===== src/key_press_classifier_macros.svh =====
// ----------------------------------------------------------------------------
// key_press_classifier_macros.svh
// Assertion macros used by the key press classifier top level.
// ----------------------------------------------------------------------------
`ifndef KEY_PRESS_CLASSIFIER_MACROS_SVH
`define KEY_PRESS_CLASSIFIER_MACROS_SVH

// Same-cycle implication, checked on every rising clock edge out of reset.
`define KPC_ASSERT_IMPL(label, clk, rst, ante, cons) \
   label: assert property (@(posedge clk) disable iff (rst) (ante) |-> (cons)) \
      else $error("key_press_classifier: implication check failed");

// Next-cycle implication, checked on every rising clock edge out of reset.
`define KPC_ASSERT_NEXT(label, clk, rst, ante, cons) \
   label: assert property (@(posedge clk) disable iff (rst) (ante) |=> (cons)) \
      else $error("key_press_classifier: next-cycle check failed");

`endif


===== src/kpc_pkg.sv =====
// ----------------------------------------------------------------------------
// kpc_pkg
// Types and constants shared by the key press classifier modules.
// ----------------------------------------------------------------------------
package kpc_pkg;

   // Number of keys handled in parallel.
   localparam int NUM_KEYS = 4;

   // Fixed field widths.
   localparam int LEVELS_W = 4;   // key level field and event fields
   localparam int PRESS_W  = 16;  // press counter and long threshold
   localparam int WINDOW_W = 8;   // double-click window counter and length

   // Configuration port.
   localparam int CSR_INDEX_W = 2;
   localparam int CSR_DATA_W  = 16;
   localparam logic [CSR_INDEX_W-1:0] CSR_LONG_PRESS    = 2'd0;
   localparam logic [CSR_INDEX_W-1:0] CSR_DOUBLE_WINDOW = 2'd1;

   // Register reset values.
   localparam logic [PRESS_W-1:0]  LONG_PRESS_RESET    = 16'd100;
   localparam logic [WINDOW_W-1:0] DOUBLE_WINDOW_RESET = 8'd20;

   // Per-key press machine.
   typedef enum logic [1:0] {
      PH_IDLE    = 2'd0,
      PH_SEEN    = 2'd1,
      PH_PRESSED = 2'd2
   } kpc_phase_type;

   // Events one key decides in one tick.
   typedef struct packed {
      logic single;
      logic dbl;
      logic lng;
   } kpc_event_type;

endpackage


===== src/kpc_lane.sv =====
// ----------------------------------------------------------------------------
// kpc_lane
// One key's press machine: debounce, press timing, double-click window and
// event decision. One transaction per cycle while enabled.
// ----------------------------------------------------------------------------
module kpc_lane (
   input  logic                         clock,
   input  logic                         reset,
   input  logic                         enable,
   input  logic                         pressed,
   input  logic [kpc_pkg::PRESS_W-1:0]  long_ticks,
   input  logic [kpc_pkg::WINDOW_W-1:0] window_len,
   output kpc_pkg::kpc_event_type       event_out
);
   import kpc_pkg::*;

   kpc_phase_type       phase_ff, phase_in;
   logic [PRESS_W-1:0]  press_ticks_ff, press_ticks_in;
   logic [WINDOW_W-1:0] window_ticks_ff, window_ticks_in;
   logic                window_open_ff, window_open_in;

   logic [PRESS_W-1:0]  press_base;
   logic [WINDOW_W-1:0] window_sat;
   logic                is_short;
   logic                window_expire;
   logic                window_step;

   // Next phase
   always_comb begin
      phase_in = phase_ff;
      case (phase_ff)
         PH_PRESSED: begin
            phase_in = pressed ? PH_PRESSED : PH_IDLE;
         end
         PH_SEEN: begin
            phase_in = pressed ? PH_PRESSED : PH_IDLE;
         end
         PH_IDLE: begin
            phase_in = pressed ? PH_SEEN : PH_IDLE;
         end
         default: begin
            phase_in = pressed ? PH_SEEN : PH_IDLE;
         end
      endcase
   end

   // Shared terms: short press test and saturating window count
   assign is_short      = press_ticks_ff < long_ticks;
   assign window_sat    = (window_ticks_ff == {WINDOW_W{1'b1}}) ?
                          window_ticks_ff : window_ticks_ff + 1'b1;
   assign window_expire = window_sat >= window_len;

   // Events and counter updates
   always_comb begin
      event_out       = '0;
      window_open_in  = window_open_ff;
      window_ticks_in = window_ticks_ff;
      press_base      = press_ticks_ff;
      window_step     = 1'b0;
      case (phase_ff)
         PH_PRESSED: begin
            if (!pressed) begin
               if (is_short) begin
                  if (window_open_ff) begin
                     window_open_in = 1'b0;
                     event_out.dbl  = 1'b1;
                  end else begin
                     window_open_in  = 1'b1;
                     window_ticks_in = '0;
                  end
               end else begin
                  event_out.lng = 1'b1;
               end
            end
         end
         PH_SEEN: begin
            window_step = !pressed;
         end
         PH_IDLE: begin
            if (pressed) begin
               press_base = '0;
            end
            window_step = !pressed;
         end
         default: begin
            if (pressed) begin
               press_base = '0;
            end
            window_step = !pressed;
         end
      endcase

      // Released tick with the window open
      if (window_step && window_open_ff) begin
         window_ticks_in = window_sat;
         if (window_expire) begin
            event_out.single = 1'b1;
            window_open_in   = 1'b0;
         end
      end

      // Press counter runs in the confirmed phase, saturating at the threshold
      press_ticks_in = press_base;
      if (phase_in == PH_PRESSED && press_base < long_ticks) begin
         press_ticks_in = press_base + 1'b1;
      end
   end

   // State registers
   always_ff @(posedge clock) begin
      if (reset) begin
         phase_ff        <= PH_IDLE;
         press_ticks_ff  <= '0;
         window_ticks_ff <= '0;
         window_open_ff  <= 1'b0;
      end else if (enable) begin
         phase_ff        <= phase_in;
         press_ticks_ff  <= press_ticks_in;
         window_ticks_ff <= window_ticks_in;
         window_open_ff  <= window_open_in;
      end
   end

endmodule


===== src/kpc_merge.sv =====
// ----------------------------------------------------------------------------
// kpc_merge
// Packs the lanes' events into the result fields and holds them in an output
// register backed by a one-entry skid register.
// ----------------------------------------------------------------------------
module kpc_merge (
   input  logic                          clock,
   input  logic                          reset,
   input  logic                          accept,
   input  kpc_pkg::kpc_event_type        lane_events [kpc_pkg::NUM_KEYS],
   output logic                          full,
   output logic                          rsp_valid,
   input  logic                          rsp_stall,
   output logic [kpc_pkg::LEVELS_W-1:0]  rsp_single_events,
   output logic [kpc_pkg::LEVELS_W-1:0]  rsp_double_events,
   output logic [kpc_pkg::LEVELS_W-1:0]  rsp_long_events
);
   import kpc_pkg::*;

   logic [LEVELS_W-1:0] single_bits, double_bits, long_bits;

   logic                rsp_valid_ff, rsp_valid_in;
   logic [LEVELS_W-1:0] out_single_ff, out_double_ff, out_long_ff;
   logic                skid_valid_ff, skid_valid_in;
   logic [LEVELS_W-1:0] skid_single_ff, skid_double_ff, skid_long_ff;
   logic                out_take;
   logic                load_new;
   logic                load_skid;
   logic                park_new;

   // Gather lane events; keys past the field width are dropped
   for (genvar i = 0; i < LEVELS_W; i++) begin : g_pack
      if (i < NUM_KEYS) begin : g_key
         assign single_bits[i] = lane_events[i].single;
         assign double_bits[i] = lane_events[i].dbl;
         assign long_bits[i]   = lane_events[i].lng;
      end else begin : g_none
         assign single_bits[i] = 1'b0;
         assign double_bits[i] = 1'b0;
         assign long_bits[i]   = 1'b0;
      end
   end

   // Output register and skid control
   assign out_take  = rsp_valid_ff && !rsp_stall;
   assign load_new  = accept && (!rsp_valid_ff || out_take);
   assign park_new  = accept && rsp_valid_ff && !out_take;
   assign load_skid = skid_valid_ff && out_take;

   always_comb begin
      rsp_valid_in = rsp_valid_ff;
      if (load_new || load_skid) begin
         rsp_valid_in = 1'b1;
      end else if (out_take) begin
         rsp_valid_in = 1'b0;
      end
      skid_valid_in = skid_valid_ff;
      if (park_new) begin
         skid_valid_in = 1'b1;
      end else if (load_skid) begin
         skid_valid_in = 1'b0;
      end
   end

   always_ff @(posedge clock) begin
      if (reset) begin
         rsp_valid_ff  <= 1'b0;
         skid_valid_ff <= 1'b0;
      end else begin
         rsp_valid_ff  <= rsp_valid_in;
         skid_valid_ff <= skid_valid_in;
      end
   end

   // Payload registers
   always_ff @(posedge clock) begin
      if (load_new) begin
         out_single_ff <= single_bits;
         out_double_ff <= double_bits;
         out_long_ff   <= long_bits;
      end else if (load_skid) begin
         out_single_ff <= skid_single_ff;
         out_double_ff <= skid_double_ff;
         out_long_ff   <= skid_long_ff;
      end
      if (park_new) begin
         skid_single_ff <= single_bits;
         skid_double_ff <= double_bits;
         skid_long_ff   <= long_bits;
      end
   end

   assign full              = skid_valid_ff;
   assign rsp_valid         = rsp_valid_ff;
   assign rsp_single_events = out_single_ff;
   assign rsp_double_events = out_double_ff;
   assign rsp_long_events   = out_long_ff;

endmodule


===== src/key_press_classifier.sv =====
// ----------------------------------------------------------------------------
// key_press_classifier
// Single, double and long press detection for a row of active-low keys.
// ----------------------------------------------------------------------------
// Each transaction is one tick of key levels; it yields exactly one result
// transaction of single, double and long event bits, registered when it is
// accepted. A new tick can be accepted every cycle that req_stall is low: each
// key has its own lane holding its press machine and counters, and all lanes
// update in the cycle the tick is accepted. Results sit in an output register
// with a one-entry skid register behind it, so req_stall rises only when both
// hold results, i.e. after a tick is taken while the output is held stalled.
// Write csr registers only while no transaction is in flight.
// ----------------------------------------------------------------------------
`include "key_press_classifier_macros.svh"

module key_press_classifier (
   input  logic                            clock,
   input  logic                            reset,
   input  logic                            req_valid,
   output logic                            req_stall,
   input  logic [kpc_pkg::LEVELS_W-1:0]    req_key_levels,
   output logic                            rsp_valid,
   input  logic                            rsp_stall,
   output logic [kpc_pkg::LEVELS_W-1:0]    rsp_single_events,
   output logic [kpc_pkg::LEVELS_W-1:0]    rsp_double_events,
   output logic [kpc_pkg::LEVELS_W-1:0]    rsp_long_events,
   input  logic                            csr_write_enable,
   input  logic [kpc_pkg::CSR_INDEX_W-1:0] csr_index,
   input  logic [kpc_pkg::CSR_DATA_W-1:0]  csr_write_data
);
   import kpc_pkg::*;

   logic [PRESS_W-1:0]  long_ticks_ff;
   logic [WINDOW_W-1:0] window_len_ff;
   logic                req_accept;
   logic                merge_full;
   logic [NUM_KEYS-1:0] key_pressed;
   kpc_event_type       lane_events [NUM_KEYS];
   logic [LEVELS_W-1:0] event_overlap;
   logic                park_accept;

   // Configuration registers; unknown indexes are ignored
   always_ff @(posedge clock) begin
      if (reset) begin
         long_ticks_ff <= LONG_PRESS_RESET;
         window_len_ff <= DOUBLE_WINDOW_RESET;
      end else if (csr_write_enable) begin
         case (csr_index)
            CSR_LONG_PRESS: begin
               long_ticks_ff <= csr_write_data[PRESS_W-1:0];
            end
            CSR_DOUBLE_WINDOW: begin
               window_len_ff <= csr_write_data[WINDOW_W-1:0];
            end
            default: begin
            end
         endcase
      end
   end

   assign req_accept = req_valid && !req_stall;
   assign req_stall  = merge_full;

   // One lane per key; keys beyond the level field read as pressed
   for (genvar k = 0; k < NUM_KEYS; k++) begin : g_lane
      if (k < LEVELS_W) begin : g_level
         assign key_pressed[k] = !req_key_levels[k];
      end else begin : g_low
         assign key_pressed[k] = 1'b1;
      end

      kpc_lane u_lane (
         .clock      (clock),
         .reset      (reset),
         .enable     (req_accept),
         .pressed    (key_pressed[k]),
         .long_ticks (long_ticks_ff),
         .window_len (window_len_ff),
         .event_out  (lane_events[k])
      );
   end

   // Merge lane events into the result transaction
   kpc_merge u_merge (
      .clock             (clock),
      .reset             (reset),
      .accept            (req_accept),
      .lane_events       (lane_events),
      .full              (merge_full),
      .rsp_valid         (rsp_valid),
      .rsp_stall         (rsp_stall),
      .rsp_single_events (rsp_single_events),
      .rsp_double_events (rsp_double_events),
      .rsp_long_events   (rsp_long_events)
   );

   // Terms for the checks below
   assign event_overlap = (rsp_single_events & rsp_double_events) |
                          (rsp_single_events & rsp_long_events) |
                          (rsp_double_events & rsp_long_events);
   assign park_accept   = req_accept && rsp_valid && rsp_stall;

   // A key decides at most one event per tick
   `KPC_ASSERT_IMPL(a_one_event_per_key, clock, reset, rsp_valid, event_overlap == '0)
   // Skid register only fills behind a held output
   `KPC_ASSERT_IMPL(a_skid_behind_output, clock, reset, req_stall, rsp_valid)
   // A tick taken while the output is held stalled must park in the skid
   `KPC_ASSERT_NEXT(a_park_on_stall, clock, reset, park_accept, req_stall && rsp_valid)

endmodule


===== config.mk =====
export PLATFORM = sky130hd
export DESIGN_NAME = key_press_classifier
export DESIGN_NICKNAME = d
export VERILOG_FILES = /design/src/kpc_pkg.sv /design/src/kpc_lane.sv /design/src/kpc_merge.sv /design/src/key_press_classifier.sv
export VERILOG_INCLUDE_DIRS = /design/src /design/src/src
export SDC_FILE = /design/constraint.sdc
export NUM_CORES = 1
export LEC_CHECK = 0
export ABC_AREA = 1
export BUFFER_PORTS_ARGS = -buffer_cell sky130_fd_sc_hd__clkbuf_2
export CORE_AREA = 4 4 211 151
export DETAILED_ROUTE_END_ITERATION = 10
export DIE_AREA = 0 0 215 155
export GPL_TIMING_DRIVEN = 0
export HOLD_SLACK_MARGIN = 0.15
export SLEW_MARGIN = 0
export SYNTH_ARGS = -nofsm -noshare
export SYNTH_HDL_FRONTEND = slang
export SYNTH_HIERARCHICAL = 1
export SYNTH_SLANG_ARGS = --single-unit

===== constraint.sdc =====
create_clock -name clock -period 6.97 [get_ports clock]
set_input_delay 0.697 -clock clock [delete_from_list [all_inputs] [get_ports clock]]
set_output_delay 0.697 -clock clock [all_outputs]
set_load 0.01 [all_outputs]

Word level (Yosys, flattened, before mapping)
Index checks and enable logic that the tools add are counted.
- bitwise gates (word level): 0
- shifts and indexed selects: 0
- add/sub/neg operators: 8
- multipliers: 0
- reductions and logical operators: 46
- equal/unequal tests: 21
- magnitude comparators: 12
- divide/modulo/power cells: 0
- muxes and demuxes: 114
- operators by type and width (kind ; number):
    16-bit 2-to-1 mux ; 12
    8-bit 2-to-1 mux ; 24
    16-bit less-than comparator ; 8
    16-bit by 1-bit adder with 16-bit output, second input constant ; 4
    1-bit 2-to-1 mux ; 56
    8-bit by 1-bit adder with 8-bit output, second input constant ; 4
    8-bit == test, second input constant ; 4
    8-bit >= comparator ; 4
    2-bit 2-to-1 mux ; 16
    2-bit nonzero test ; 15
    4-bit 2-to-1 mux ; 6
    5-bit AND reduction ; 4
    2-bit == test, second input constant ; 8
    1-bit logical AND ; 14
    2-bit by 1-bit == test with 1-bit output, second input constant ; 5
    2-bit != test, second input constant ; 4
    2-bit OR reduction ; 4
    1-bit zero test ; 4
    2-bit AND reduction ; 2
    2-bit zero test ; 1
    1-bit logical OR ; 2
- input port bits: 27
- memory bits (read-only): 0
- memory bits (writable): 0
- memories: 0
- flip-flop bits (word level): 158
- bits in latches: 0
- output and inout bits: 14
- word-level logic and storage cells: 227

Longest topological paths before layout
Gate-level depths: netlist of the first run.
- word-level depth: 6
- gate-level depth with buffers: 19
- mapped depth without buffers: 18

By module
Netlist of the first run, hierarchy kept.
- modules (own cells, without submodules) (module ; cells an instance ; area each (um^2) ; seq. area each (um^2) ; instances):
    kpc_lane (g_lane[2].u_lane) ; 450 ; 2815.2 ; 540.5 ; 1
    kpc_lane (g_lane[3].u_lane) ; 449 ; 2811.4 ; 540.5 ; 1
    kpc_lane (g_lane[1].u_lane) ; 443 ; 2750.1 ; 540.5 ; 1
    kpc_lane (g_lane[0].u_lane) ; 436 ; 2732.6 ; 540.5 ; 1
    key_press_classifier ; 155 ; 1098.6 ; 480.5 ; 1
    kpc_merge ; 80 ; 1066.0 ; 760.7 ; 1

Least setup slack after synthesis of the first run
Ideal clock, no wire load.
- kind: input -> register
- start: in req_key_levels[0] in the netlist's numbering
- end: reg g_lane[0].u_lane.press_ticks_ff[1]
- cell stages on the path: 16
- path buffers: 2
- data arrival time: 2.472 ns
- setup slack: 4.389 ns
- required time: 6.861 ns
- library setup time: 0.109 ns
- cell sequence: inv_1 -> nand2_1 -> buf_4 -> inv_2 -> nor2_1 -> ha_1 -> nand2_1 -> inv_1 -> nand3_1 -> a21oi_1 -> nor2_8 -> buf_8 -> nand3_1 -> nand3_1 -> nand2_1 -> inv_1
- longest elaborated chain between the ends: 5
- elaborated cells on any way between the ends: 10
- those cells by class: add/sub: 1; order compare: 1; eq/ne: 1; mux: 6; reduce/logical: 1
- ends and longest elaborated chain (item ; RTL line ; source):
    start, declared ; key_press_classifier.sv:21 ; input logic [kpc_pkg::LEVELS_W-1:0] req_key_levels,
    16-bit 2-to-1 mux, or another cell as far along ; kpc_lane.sv:80, kpc_lane.sv:86 ;
    16-bit 2-to-1 mux / 2-bit 2-to-1 mux (equally long branches) ; -- ;
    16-bit less-than comparator / 2-bit == test (equally long branches) ; kpc_lane.sv:104 ; if (phase_in == PH_PRESSED && press_base < long_ticks) begin
    1-bit logical AND ; kpc_lane.sv:104 ;
    16-bit 2-to-1 mux (*) ; kpc_lane.sv:104 ;
    end signal, assigned ; kpc_lane.sv:118 ; press_ticks_ff <= press_ticks_in;
    end, declared ; kpc_lane.sv:18 ; logic [PRESS_W-1:0] press_ticks_ff, press_ticks_in;
Mark *: on every way between the ends. The rest lies on a longest branch, timed or not.
A chain may end at the register's enable or synchronous reset.

Final worst setup path of the first run
- start: reg g_lane[1].u_lane.phase_ff[0]
- end: reg g_lane[1].u_lane.press_ticks_ff[1]
- longest elaborated chain between the ends: 6
- elaborated cells on any way between the ends: 10
- those cells by class: add/sub: 1; order compare: 1; eq/ne: 3; mux: 3; reduce/logical: 2
- ends and longest elaborated chain (item ; RTL line ; source):
    start, declared ; kpc_lane.sv:17 ; kpc_phase_type phase_ff, phase_in;
    start signal, assigned ; kpc_lane.sv:117 ; phase_ff <= phase_in;
    2-bit == test / 2-bit by 1-bit == test with 1-bit output (equally long branches) ; kpc_lane.sv:31, kpc_lane.sv:60 ;
    2-bit OR reduction (no source line) (*) ; -- ;
    16-bit 2-to-1 mux / 2-bit 2-to-1 mux (equally long branches) ; -- ;
    16-bit less-than comparator / 2-bit == test (equally long branches) ; kpc_lane.sv:104 ;
    1-bit logical AND ; kpc_lane.sv:104 ;
    16-bit 2-to-1 mux (*) ; kpc_lane.sv:104 ;
    end signal, assigned ; kpc_lane.sv:118 ;
    end, declared ; kpc_lane.sv:18 ;
Marks and branches as above.

==> results of run 1 <==
==> power groups by stage <==
stage | Sequential, uW | Clock [uW] | Combinational [uW]
finish | 989 | 921 | 354
global route | 990 | 981 | 399
CTS | 988 | 943 | 353
detailed placement | 1010 | 0 | 351
global placement | 1010 | 0 | 342
floorplan | 991 | 0 | 249
==> path summary, 6_finish.rpt <==
| kind | startpoint | end | slack, ps | depth (start not counted) |
|---|---|---|---|---|
| worst max-delay path | g_lane[1].u_lane/phase_ff[0]$_SDFFE_PP0P_ | g_lane[1].u_lane/press_ticks_ff[1]$_SDFFE_PP0P_ | 4120 | 16 |
| worst min-delay path | g_lane[0].u_lane/window_ticks_ff[6]$_SDFFE_PP0P_ | g_lane[0].u_lane/window_ticks_ff[6]$_SDFFE_PP0P_ | 470 | 2 |
| worst max register to register | g_lane[1].u_lane/phase_ff[0]$_SDFFE_PP0P_ | g_lane[1].u_lane/press_ticks_ff[1]$_SDFFE_PP0P_ | 4120 | 16 |
| worst min register to register | g_lane[0].u_lane/window_ticks_ff[6]$_SDFFE_PP0P_ | g_lane[0].u_lane/window_ticks_ff[6]$_SDFFE_PP0P_ | 470 | 2 |
==> flip-flops by register name, summed over array words and instances, names as in the netlist <==
register,flops
g_lane.u_lane/phase_ff,8
g_lane.u_lane/press_ticks_ff,64
g_lane.u_lane/window_open_ff,4
g_lane.u_lane/window_ticks_ff,32
long_ticks_ff,16
u_merge/full,1
u_merge/rsp_double_events,4
u_merge/rsp_long_events,4
u_merge/rsp_single_events,4
u_merge/rsp_valid,1
u_merge/skid_double_ff,4
u_merge/skid_long_ff,4
u_merge/skid_single_ff,4
window_len_ff,8
==> placed cells by master, fill, tap and decap left out, drive strengths merged, types with 5 or more instances in the layout <==
master    n
nand2   550
inv     338
nor2    307
ha      164
dfxtp   134
a21oi   126
nand3   125
nand4    92
clkbuf   67
buf      42
o21ai    34
nor3     28
edfxtp   24
xor2      8
a211oi    8
or2       6
o21a      5
clkinv    5
==> area by class of cell <==
| type | count | share of cell area |
|---|---|---|
| flip-flops and latches | 158 | 0.234 |
| multi-input cells | 1472 | 0.566 |
| plain buffers | 51 | 0.0277 |
| clock buffers | 18 | 0.0310 |
| repair buffers | 40 | 0.0145 |
| clock inverters | 14 | 0.00715 |
| inverters | 332 | 0.0865 |
| well taps | 385 | 0.0332 |
==> through the flow <==
stage	area [um2]	hold WS [ps]	power, uW	util	worst slack [ps]
after CTS	14500	468	2280	0.488	4160
after floorplan	13300	439	1240	-	4390
after detailed placement	14000	457	1360	0.469	3860
final	14500	467	2260	0.488	4120
after global placement	14000	451	1350	0.469	3340
after global routing	14500	497	2370	0.488	3870
==> cells by family (layout without fill, tap and decap cells) <==
kind of cell | after synthesis | after routing
and+or+nand+nor | 1118 | 1118
buffers and inverters | 383 | 455
AOI/OAI and AO/OA | 179 | 179
adders and majority gates | 164 | 164
DFF | 158 | 158
xor gates and xnor gates | 11 | 11
==> worst min-delay path: stages (launching register included) <==
cell     delay [ps]
dfxtp_1         310
nand2_1          60
a21oi_1          50
==> routing by layer <==
layer / routed length, um / global-route usage / vias to the layer above
met3: 1960 / 0.0389 / 39
li1: - / - / 6595
met2: 15800 / 0.347 / 288
met4: 835 / 0.0677 / 0
met5: 0 / 0 / -
met1: 18400 / 0.317 / 5647
==> metrics.md, run 1 <==
| Metric | Value |
|---|---|
| Starting density of the core | `0.446` |
| Max VDD drop | `128 uV` |
| Top-count cell post-synth | `nand2_1` |
| Dominant cell type by area after synthesis | `dfxtp_1` |
| Sink Count | `158` |
| Mux cell area share after synthesis | `0` |
| Final non-filler cell total | `2470` |
| Family with the most delay on the worst path | `buffers and inverters` |
| Horiz. Die Dim | `215 um` |
| Hold Vio Cnt, Final | `0` |
| Ports | `41` |
| Fmax | `351 MHz` |
| Setup Viol. Count Final | `0` |
| H-tree Lvls | `4` |
| Fin. max-slew vios | `0` |
| Final Skew | `15.0 ps` |
| Final WL | `37000 um` |
| Asr flop ratio synth | `0` |
| WL per Instance | `15.0 um` |
| Row cnt | `53` |
| Synth Net Count | `2204` |
| Max Root-Sink Buffers | `2` |
| First-pass GRT wire length | `60100 um` |
| Slowest library cell on the worst path | `dfxtp_1` |
| Worst-path cell chain | `inv_1, ha_1, nand2_1, buf_4, inv_2, nor2_1, ha_1, a21oi_1, nor2_1, a211oi_1, nand2_1, nand2_2, buf_4, nand3_1, nand3_1, a21oi_1` |
| Share of layout cells above drive strength 1 | `0.102` |
| Static Leakage | `0.00782 uW` |
| CP max stage delay | `340 ps` |
| Unrepaired setup endpoints after global routing | `no` |
| Register area share after synthesis | `0.256` |
| Synth Flop Type | `dfxtp_1` |
| Clock root buffer | `clkbuf_16` |
| Total congestion overflow | `0` |
| Dpl cells | `2438` |
| Switching Fraction | `0.316` |
| Total Nets Final | `2263` |
| Syn_area_per_cell | `6.59 um2` |
| Dpl hpwl | `28300 um` |
| Top cell type's share of synthesized area | `0.202` |
| DRT antenna net count | `0` |
| Die area | `0.0333 mm2` |
| Hold Buf Count CTS | `0` |
| Status | `finished, final reports clean` |
| Req. time, crit path | `7280 ps` |
| Synth Area in Adders | `0.155` |
| Skew-Pair Late Insertion Delay | `450 ps` |
| Synth Instances | `2013` |
| Largest cells by area after synthesis | `dfxtp_1 (20%), ha_1 (15%), nand2_1 (15%)` |
| Yosys Warn Count | `6` |
| Simple-gate portion of the synthesized area | `0.384` |
| Final Cycle Share | `0.409` |
| Residual DRC count | `0` |
| Power Density | `156 mW/mm2` |
| Clk slew on worst S/H paths | `80 ps` |
| Number of max-cap violations | `0` |
| Post_cts resized | `0` |
| Max_slew headroom | `0.497` |
| CTS tree | `built` |
| CP bufs+invs | `4` |
| DR vias/cell | `5.09` |
| Netlist Area Pre-Place | `0.0133 mm2` |
| Die height | `155 um` |
| Crit. End Element | `flip-flop` |
| FILL cells | `3040` |
| Synth-to-layout area growth | `9.41%` |
| Yosys reg bits | `158` |
| WP data arrival | `3160 ps` |
| Vias | `12569` |
| FF/Latch Area | `0.00340 mm2` |
| Synth Area in XOR/XNOR | `0.00726` |
| Post-CTS setup buffers | `0` |
| Distinct cells, synth | `43` |
| Sequential power share | `0.437` |
| Pre-antenna DRT Iters | `5` |
| Worst slew pin tran | `754 ps` |
| Combinational Power Share | `0.156` |
| Critical Path Fanout Max | `10` |
| ANT cells | `0` |
| Placer Congestion | `0.884` |
| NetSw | `715 uW` |
| Worst setup SP type | `flip-flop` |
| Pin count of the biggest net entering global routing | `18` |
| Clock network power share | `0.407` |
| GRT Overall Usage | `0.223` |
| Top cells by count, synth | `nand2_1 (518), inv_1 (322), nor2_1 (292), ha_1 (164), dfxtp_1 (134)` |
| Worst setup path class | `flip-flop to flip-flop` |
| Internal power | `1550 uW` |
| Post-layout min period | `2850 ps` |
| Main combinational cell family by area after synthesis | `simple AND/OR/NAND/NOR gates` |
| Initial DRC count | `860` |
| Footprint of the multi-input gates | `0.00822 mm2` |
| Core footprint | `0.0298 mm2` |
| Port Buf Inserts | `39` |
| Worst Hold Class | `flip-flop to flip-flop` |
| Compound-gate portion of the synthesized area | `0.0730` |
| Cts bufs inserted | `17` |
| Vias in the first global route | `11508` |
| Setup TNS | `0 ps` |
| Initial antenna violation count | `0` |
| EDFF count, synth | `24` |
(Power assumes the default switching activity.)
==> run 2, diff against run 1 <==
ABC_AREA = 0   (was 1)
CORE_AREA = 4 4 205 147   (was 4 4 211 151)
DIE_AREA = 0 0 209 151   (was 0 0 215 155)
clock period = 2.3 ns   (was 6.97 ns; I/O delays follow)
==> metrics.md, run 2 <==
| Metric | Value |
|---|---|
| Synth Flop Type | `dfxtp_1` |
| Top cells by count, synth | `ha_1 (164), nand2_1 (139), dfxtp_1 (134), a21oi_1 (130), inv_1 (113)` |
| Vias in the first global route | `11567` |
| Fmax | `332 MHz` |
| Cts bufs inserted | `17` |
| EDFF count, synth | `24` |
| Synth Instances | `1531` |
| Crit path launch | `g_lane[0].u_lane/phase_ff[0]$_SDFFE_PP0P_` |
| Critical Path Fanout Max | `6` |
| Total congestion overflow | `0` |
| Slowest library cell on the worst path | `dfxtp_2` |
| Req. time, crit path | `2620 ps` |
| Pwr Total | `7160 uW` |
| Final WL | `42800 um` |
| Final Cycle Share | `1.31` |
| Simple-gate portion of the synthesized area | `0.269` |
| Clk slew on worst S/H paths | `70 ps` |
| Biggest register | `g_lane.u_lane/press_ticks_ff` |
| ANT cells | `0` |
| Largest regs | `g_lane.u_lane/press_ticks_ff: 64 flops, g_lane.u_lane/window_ticks_ff: 32 flops, long_ticks_ff: 16 flops` |
| H-tree Lvls | `4` |
| Syn_area_per_cell | `8.23 um2` |
| Final design area excluding fillers | `0.0183 mm2` |
| CTS tree | `built` |
| Horiz. Die Dim | `209 um` |
| Vias | `12609` |
| DR vias/cell | `5.82` |
| First-pass GRT wire length | `64100 um` |
| Register area share after synthesis | `0.270` |
| Final core occ | `0.647` |
| Max Root-Sink Buffers | `2` |
| Most frequent cells in the layout | `buf_4 (114), nand2_1 (110), ha_1 (93), dfxtp_1 (92), a21oi_1 (89)` |
| Fin. max-slew vios | `0` |
| Max VDD drop | `524 uV` |
| Skew-Pair Late Insertion Delay | `440 ps` |
| CP most frequent cell | `ha_4` |
| Sink Count | `158` |
| Post-layout min period | `3010 ps` |
| Area after DPL | `0.0141 mm2` |
| Clock root buffer | `clkbuf_16` |
| Placer Congestion | `0.905` |
| Total Nets Final | `1965` |
| CP max stage delay | `340 ps` |
| Hold path start | `req_key_levels[0]` |
| Pre-antenna DRT Iters | `5` |
| Failing checks | `setup timing` |
| Most common cell after layout, fill and taps aside | `buf_4` |
| Static Leakage | `0.00735 uW` |
| Worst setup path class | `flip-flop to flip-flop` |
| Port Buf Inserts | `40` |
| Die height | `151 um` |
| Dpl hpwl | `28300 um` |
| WP data arrival | `3340 ps` |
| Dpl ws | `-1160 ps` |
| Ports | `41` |
| Synth Net Count | `1722` |
| Main combinational cell family by area after synthesis | `simple AND/OR/NAND/NOR gates` |
| Top-count cell post-synth | `ha_1` |
| Worst slew pin tran | `1110 ps` |
| Power Density | `390 mW/mm2` |
| Dominant cell type by area after synthesis | `dfxtp_1` |
| Hold Vio Cnt, Final | `0` |
| Worst setup SP type | `flip-flop` |
| Worst-path cell chain | `inv_2, ha_4, nand2_4, buf_8, and2_4, ha_4, nor2b_1, a311o_1, a41oi_2, a2111oi_4, nand2b_4, nor4_4, mux2_4` |
| Synth Area in Adders | `0.163` |
| Mux cell area share after synthesis | `0.0596` |
| Core footprint | `0.0284 mm2` |
| GRT Overall Usage | `0.255` |
| Worst Hold Class | `input port to flip-flop` |
| Residual DRC count | `0` |
| Starting density of the core | `0.444` |
| Share of layout cells above drive strength 1 | `0.389` |
| CP bufs+invs | `2` |
| Unrepaired setup endpoints after global routing | `yes` |
| Reg2reg setup slack | `-710 ps` |
| Largest cells by area after synthesis | `dfxtp_1 (21%), ha_1 (16%), edfxtp_1 (5.7%)` |
| Crit. End Element | `flip-flop` |
| Max reg flops | `64` |
| Netlist Area Pre-Place | `0.0126 mm2` |
| DRT antenna net count | `0` |
| WL per Instance | `19.8 um` |
| Synth-to-layout area growth | `45.6%` |
| FILL cells | `2327` |
| Final Skew | `9.74 ps` |
| Compound-gate portion of the synthesized area | `0.168` |
| Setup Viol. Count Final | `90` |
| Asr flop ratio synth | `0` |
| Row cnt | `52` |
| Pin count of the biggest net entering global routing | `23` |
| Die area | `0.0316 mm2` |
| Max_slew headroom | `0.262` |
| Synth Area in XOR/XNOR | `0.0132` |
| Yosys Warn Count | `6` |
| Initial DRC count | `970` |
| Distinct cells, synth | `84` |
| Worst setup margin | `-714 ps` |
| Family with the most delay on the worst path | `simple AND/OR/NAND/NOR gates` |
| Status | `complete, but fails checks` |
| Yosys reg bits | `158` |
| Initial antenna violation count | `0` |
| R2R Path Start | `g_lane[0].u_lane/phase_ff[0]$_SDFFE_PP0P_` |
| Number of max-cap violations | `0` |
| Top cell type's share of synthesized area | `0.213` |
-- run 2: worst reg2reg max path, stage by stage (launching register included) --
cell and delay, ps:
dfxtp_2 340, inv_2 50, ha_4 270, nand2_4 60, buf_8 140, and2_4 170
ha_4 210, nor2b_1 130, a311o_1 320, a41oi_2 270, a2111oi_4 130, nand2b_4 210
nor4_4 280, mux2_4 330
-- run 2: worst paths after layout --
kind	depth (start not counted)	endpoint
max	13	g_lane[0].u_lane/press_ticks_ff[14]$_SDFFE_PP0P_
min	5	g_lane[0].u_lane/phase_ff[1]$_SDFFE_PP0P_
max reg2reg	13	g_lane[0].u_lane/press_ticks_ff[14]$_SDFFE_PP0P_
min reg2reg	2	g_lane[2].u_lane/phase_ff[0]$_SDFFE_PP0P_
-- run 2: cell type report --
| class | instances | area [um2] | area share |
|---|---|---|---|
| multi-input combinational | 1201 | 10900 | 0.596 |
| sequential | 158 | 3520 | 0.192 |
| timing repair buffer | 228 | 1970 | 0.107 |
| tap | 378 | 473 | 0.0258 |
| inverter | 113 | 472 | 0.0257 |
| clock buffer | 21 | 450 | 0.0246 |
| buffer | 55 | 373 | 0.0203 |
| clock inverter | 11 | 168 | 0.00914 |
-- run 2: metrics by stage --
stage | hold slack [ps] | TNS [ps] | std cells
after global routing | 254 | -44640 | 2165
final | 241 | -36450 | 2165
after CTS | 224 | -35060 | 2125
after global placement | 457 | -158130 | 1949
after detailed placement | 460 | -73410 | 1950
after floorplan | 299 | -23150 | 1531
-- run 2: where the power goes --
group | switching, uW | internal (uW) | total [uW]
sequential | 66.7 | 2840 | 2900
clock | 1240 | 1840 | 3080
combinational | 663 | 511 | 1170
-- run 2: repair_timing --
item,in CTS,in global routing
pin swaps,144,144
endpoints found under the hold margin,25,0
endpoints found under the setup margin,137,113
gates resized for setup,291,187
hold buffers,17,0
cloned,5,1
buffers inserted,125,43
-- run 2: logic make-up after synthesis --
logic type | Yosys count
adder cells (fa/ha/maj) | 164
flip-flops | 158
AO/OA/AOI/OAI | 317
XOR/XNOR | 19
multiplexers | 70
buffers and inverters | 174
AND/OR/NAND/NOR | 629
-- run 2: layer usage --
layer | vias up | routed length (um) | global-route usage
li1 | 6018 | - | -
met1 | 6107 | 20300 | 0.376
met2 | 442 | 18900 | 0.385
met3 | 42 | 3060 | 0.0513
met4 | 0 | 607 | 0.0545
met5 | - | 0 | 0.0110
==> run 3, diff against run 2 <==
CTS_BUF_LIST = sky130_fd_sc_hd__clkbuf_16   (was not set)
GPL_TIMING_DRIVEN = not set   (was 0)
TNS_END_PERCENT = 20   (was not set)
==> metrics.md, run 3 (same netlist as run 2, synthesis figures left out) <==
| Metric | Value |
|---|---|
| Failing checks | `setup timing` |
| Dpl cells | `2186` |
| Hold Vio Cnt, Final | `0` |
| Most frequent cells in the layout | `buf_4 (287), nand2_1 (120), dfxtp_1 (109), a21oi_1 (107), ha_1 (107)` |
| WP data arrival | `3170 ps` |
| CP bufs+invs | `1` |
| Port Buf Inserts | `40` |
| Dpl ws | `-651 ps` |
| Final WL | `39700 um` |
| Status | `complete, but fails checks` |
| Family with the most delay on the worst path | `simple AND/OR/NAND/NOR gates` |
| Unrepaired setup endpoints after global routing | `yes` |
| Worst setup path class | `flip-flop to flip-flop` |
| Critical Path Fanout Max | `5` |
| Biggest register | `g_lane.u_lane/press_ticks_ff` |
| Static Leakage | `0.00781 uW` |
| Total congestion overflow | `0` |
| Core footprint | `0.0284 mm2` |
| Total Nets Final | `2065` |
| Die area | `0.0316 mm2` |
| Pin count of the biggest net entering global routing | `62` |
| Setup Viol. Count Final | `93` |
| Residual DRC count | `0` |
| ANT cells | `0` |
| Final core occ | `0.640` |
| Initial DRC count | `730` |
| Final Skew | `12.4 ps` |
| Die height | `151 um` |
| Dpl hpwl | `29000 um` |
| Number of max-cap violations | `0` |
| Post-layout min period | `2820 ps` |
| Initial antenna violation count | `0` |
| WL per Instance | `17.5 um` |
| DR vias/cell | `5.56` |
| Worst setup SP type | `flip-flop` |
| Clock root buffer | `clkbuf_16` |
| Fmax | `354 MHz` |
| Max VDD drop | `582 uV` |
| CP max stage delay | `540 ps` |
| Worst slew pin tran | `600 ps` |
| Starting density of the core | `0.444` |
| Ports | `41` |
| Req. time, crit path | `2640 ps` |
| Sink Count | `158` |
| Max Root-Sink Buffers | `2` |
| Cts bufs inserted | `17` |
| Placer Congestion | `0.870` |
| Vias | `12590` |
| Share of layout cells above drive strength 1 | `0.386` |
| Final Cycle Share | `1.23` |
| Fin. max-slew vios | `0` |
| Most common cell after layout, fill and taps aside | `buf_4` |
| Final non-filler cell total | `2265` |
| Final design area excluding fillers | `0.0181 mm2` |
| H-tree Lvls | `4` |
| Worst-path cell chain | `inv_2, ha_4, nand2_4, and2_4, ha_4, nand2_4, or3_4, a2111o_2, and2_4, nand4_4, mux2_4` |
| Worst setup margin | `-524 ps` |
| Clk slew on worst S/H paths | `70 ps` |
| Skew-Pair Late Insertion Delay | `460 ps` |
| Slowest library cell on the worst path | `a2111o_2` |
| Synth-to-layout area growth | `44.1%` |
| Largest regs | `g_lane.u_lane/press_ticks_ff: 64 flops, g_lane.u_lane/window_ticks_ff: 32 flops, long_ticks_ff: 16 flops` |
| Max reg flops | `64` |
| GRT Overall Usage | `0.248` |
| Pre-antenna DRT Iters | `5` |
| Horiz. Die Dim | `209 um` |
| Area after DPL | `0.0156 mm2` |
| Hold_ws | `284 ps` |
| FILL cells | `2394` |
| Worst Hold Class | `input port to flip-flop` |
| CTS tree | `built` |
| First-pass GRT wire length | `63700 um` |
| FF/Latch Area | `0.00346 mm2` |
| Power Density | `376 mW/mm2` |
| DRT antenna net count | `0` |
| Vias in the first global route | `12396` |
| Row cnt | `52` |
| Crit. End Element | `flip-flop` |
| Footprint of the multi-input gates | `0.0102 mm2` |
| Max_slew headroom | `0.599` |
==> run 3: changes by cell type in the layout (fill, tap and decap cells not counted), moves of 15 or more <==
| cell | before | now |
|---|---|---|
| clkbuf_1 | 38 | 0 |
| buf_4 | 114 | 287 |
| a21oi_2 | 35 | 20 |
| dfxtp_1 | 92 | 109 |
| buf_6 | 47 | 31 |
| dfxtp_4 | 25 | 10 |
| inv_1 | 81 | 101 |
| a21oi_1 | 89 | 107 |
==> run 3: where the power goes <==
part,internal (uW),total (uW),switching (uW)
clock,1500,2820,1320
combinational,499,1110,606
sequential,2850,2900,47.8
==> run 3: path summary, 6_finish.rpt <==
check | start | to | slack [ps] | cells after the start
setup / recovery | g_lane[1].u_lane/phase_ff[0]$_SDFFE_PP0P_ | g_lane[1].u_lane/press_ticks_ff[8]$_SDFFE_PP0P_ | -520 | 11
hold / removal | req_key_levels[3] | g_lane[3].u_lane/phase_ff[1]$_SDFFE_PP0P_ | 280 | 5
setup reg to reg | g_lane[1].u_lane/phase_ff[0]$_SDFFE_PP0P_ | g_lane[1].u_lane/press_ticks_ff[8]$_SDFFE_PP0P_ | -520 | 11
hold reg to reg | g_lane[2].u_lane/phase_ff[0]$_SDFFE_PP0P_ | g_lane[2].u_lane/phase_ff[0]$_SDFFE_PP0P_ | 480 | 2
==> run 3: worst reg2reg max path, stage by stage, from the launching register on <==
cell	delay, ps
dfxtp_2	330
inv_2	40
ha_4	320
nand2_4	90
and2_4	170
ha_4	270
nand2_4	50
or3_4	360
a2111o_2	540
and2_4	190
nand4_4	70
mux2_4	290
==> run 3: metal layers <==
layer,vias to the layer above,GRT usage,share of wire
li1,6199,-,-
met1,6036,0.345,0.48
met2,314,0.404,0.45
met3,41,0.0482,0.056
met4,0,0.0499,0.013
met5,-,0,0
==> run 3: layout make-up <==
class,instances,area share
Multi-Input combinational cell,1201,0.560
Sequential cell,158,0.191
Clock inverter,15,0.00751
Clock buffer,17,0.0234
Tap cell,378,0.0261
Timing Repair Buffer,383,0.168
Inverter,113,0.0235
==> run 3: metrics by stage <==
| step | power [uW] | TNS, ps |
|---|---|---|
| CTS | 6800 | -26080 |
| detailed placement | 3860 | -45890 |
| finish | 6820 | -27150 |
| floorplan | 3470 | -28840 |
| global route | 7100 | -37930 |
| global placement | 3840 | -43010 |
==> run 3: repair_timing <==
item / CTS / global route
buffers inserted: 13 / 14
setup endpoints to repair: 123 / 116
hold buffers: 17 / 0
hold endpoints to repair: 26 / 0
pin swaps: 97 / 71
cloned: 3 / 1
resized for setup: 207 / 122
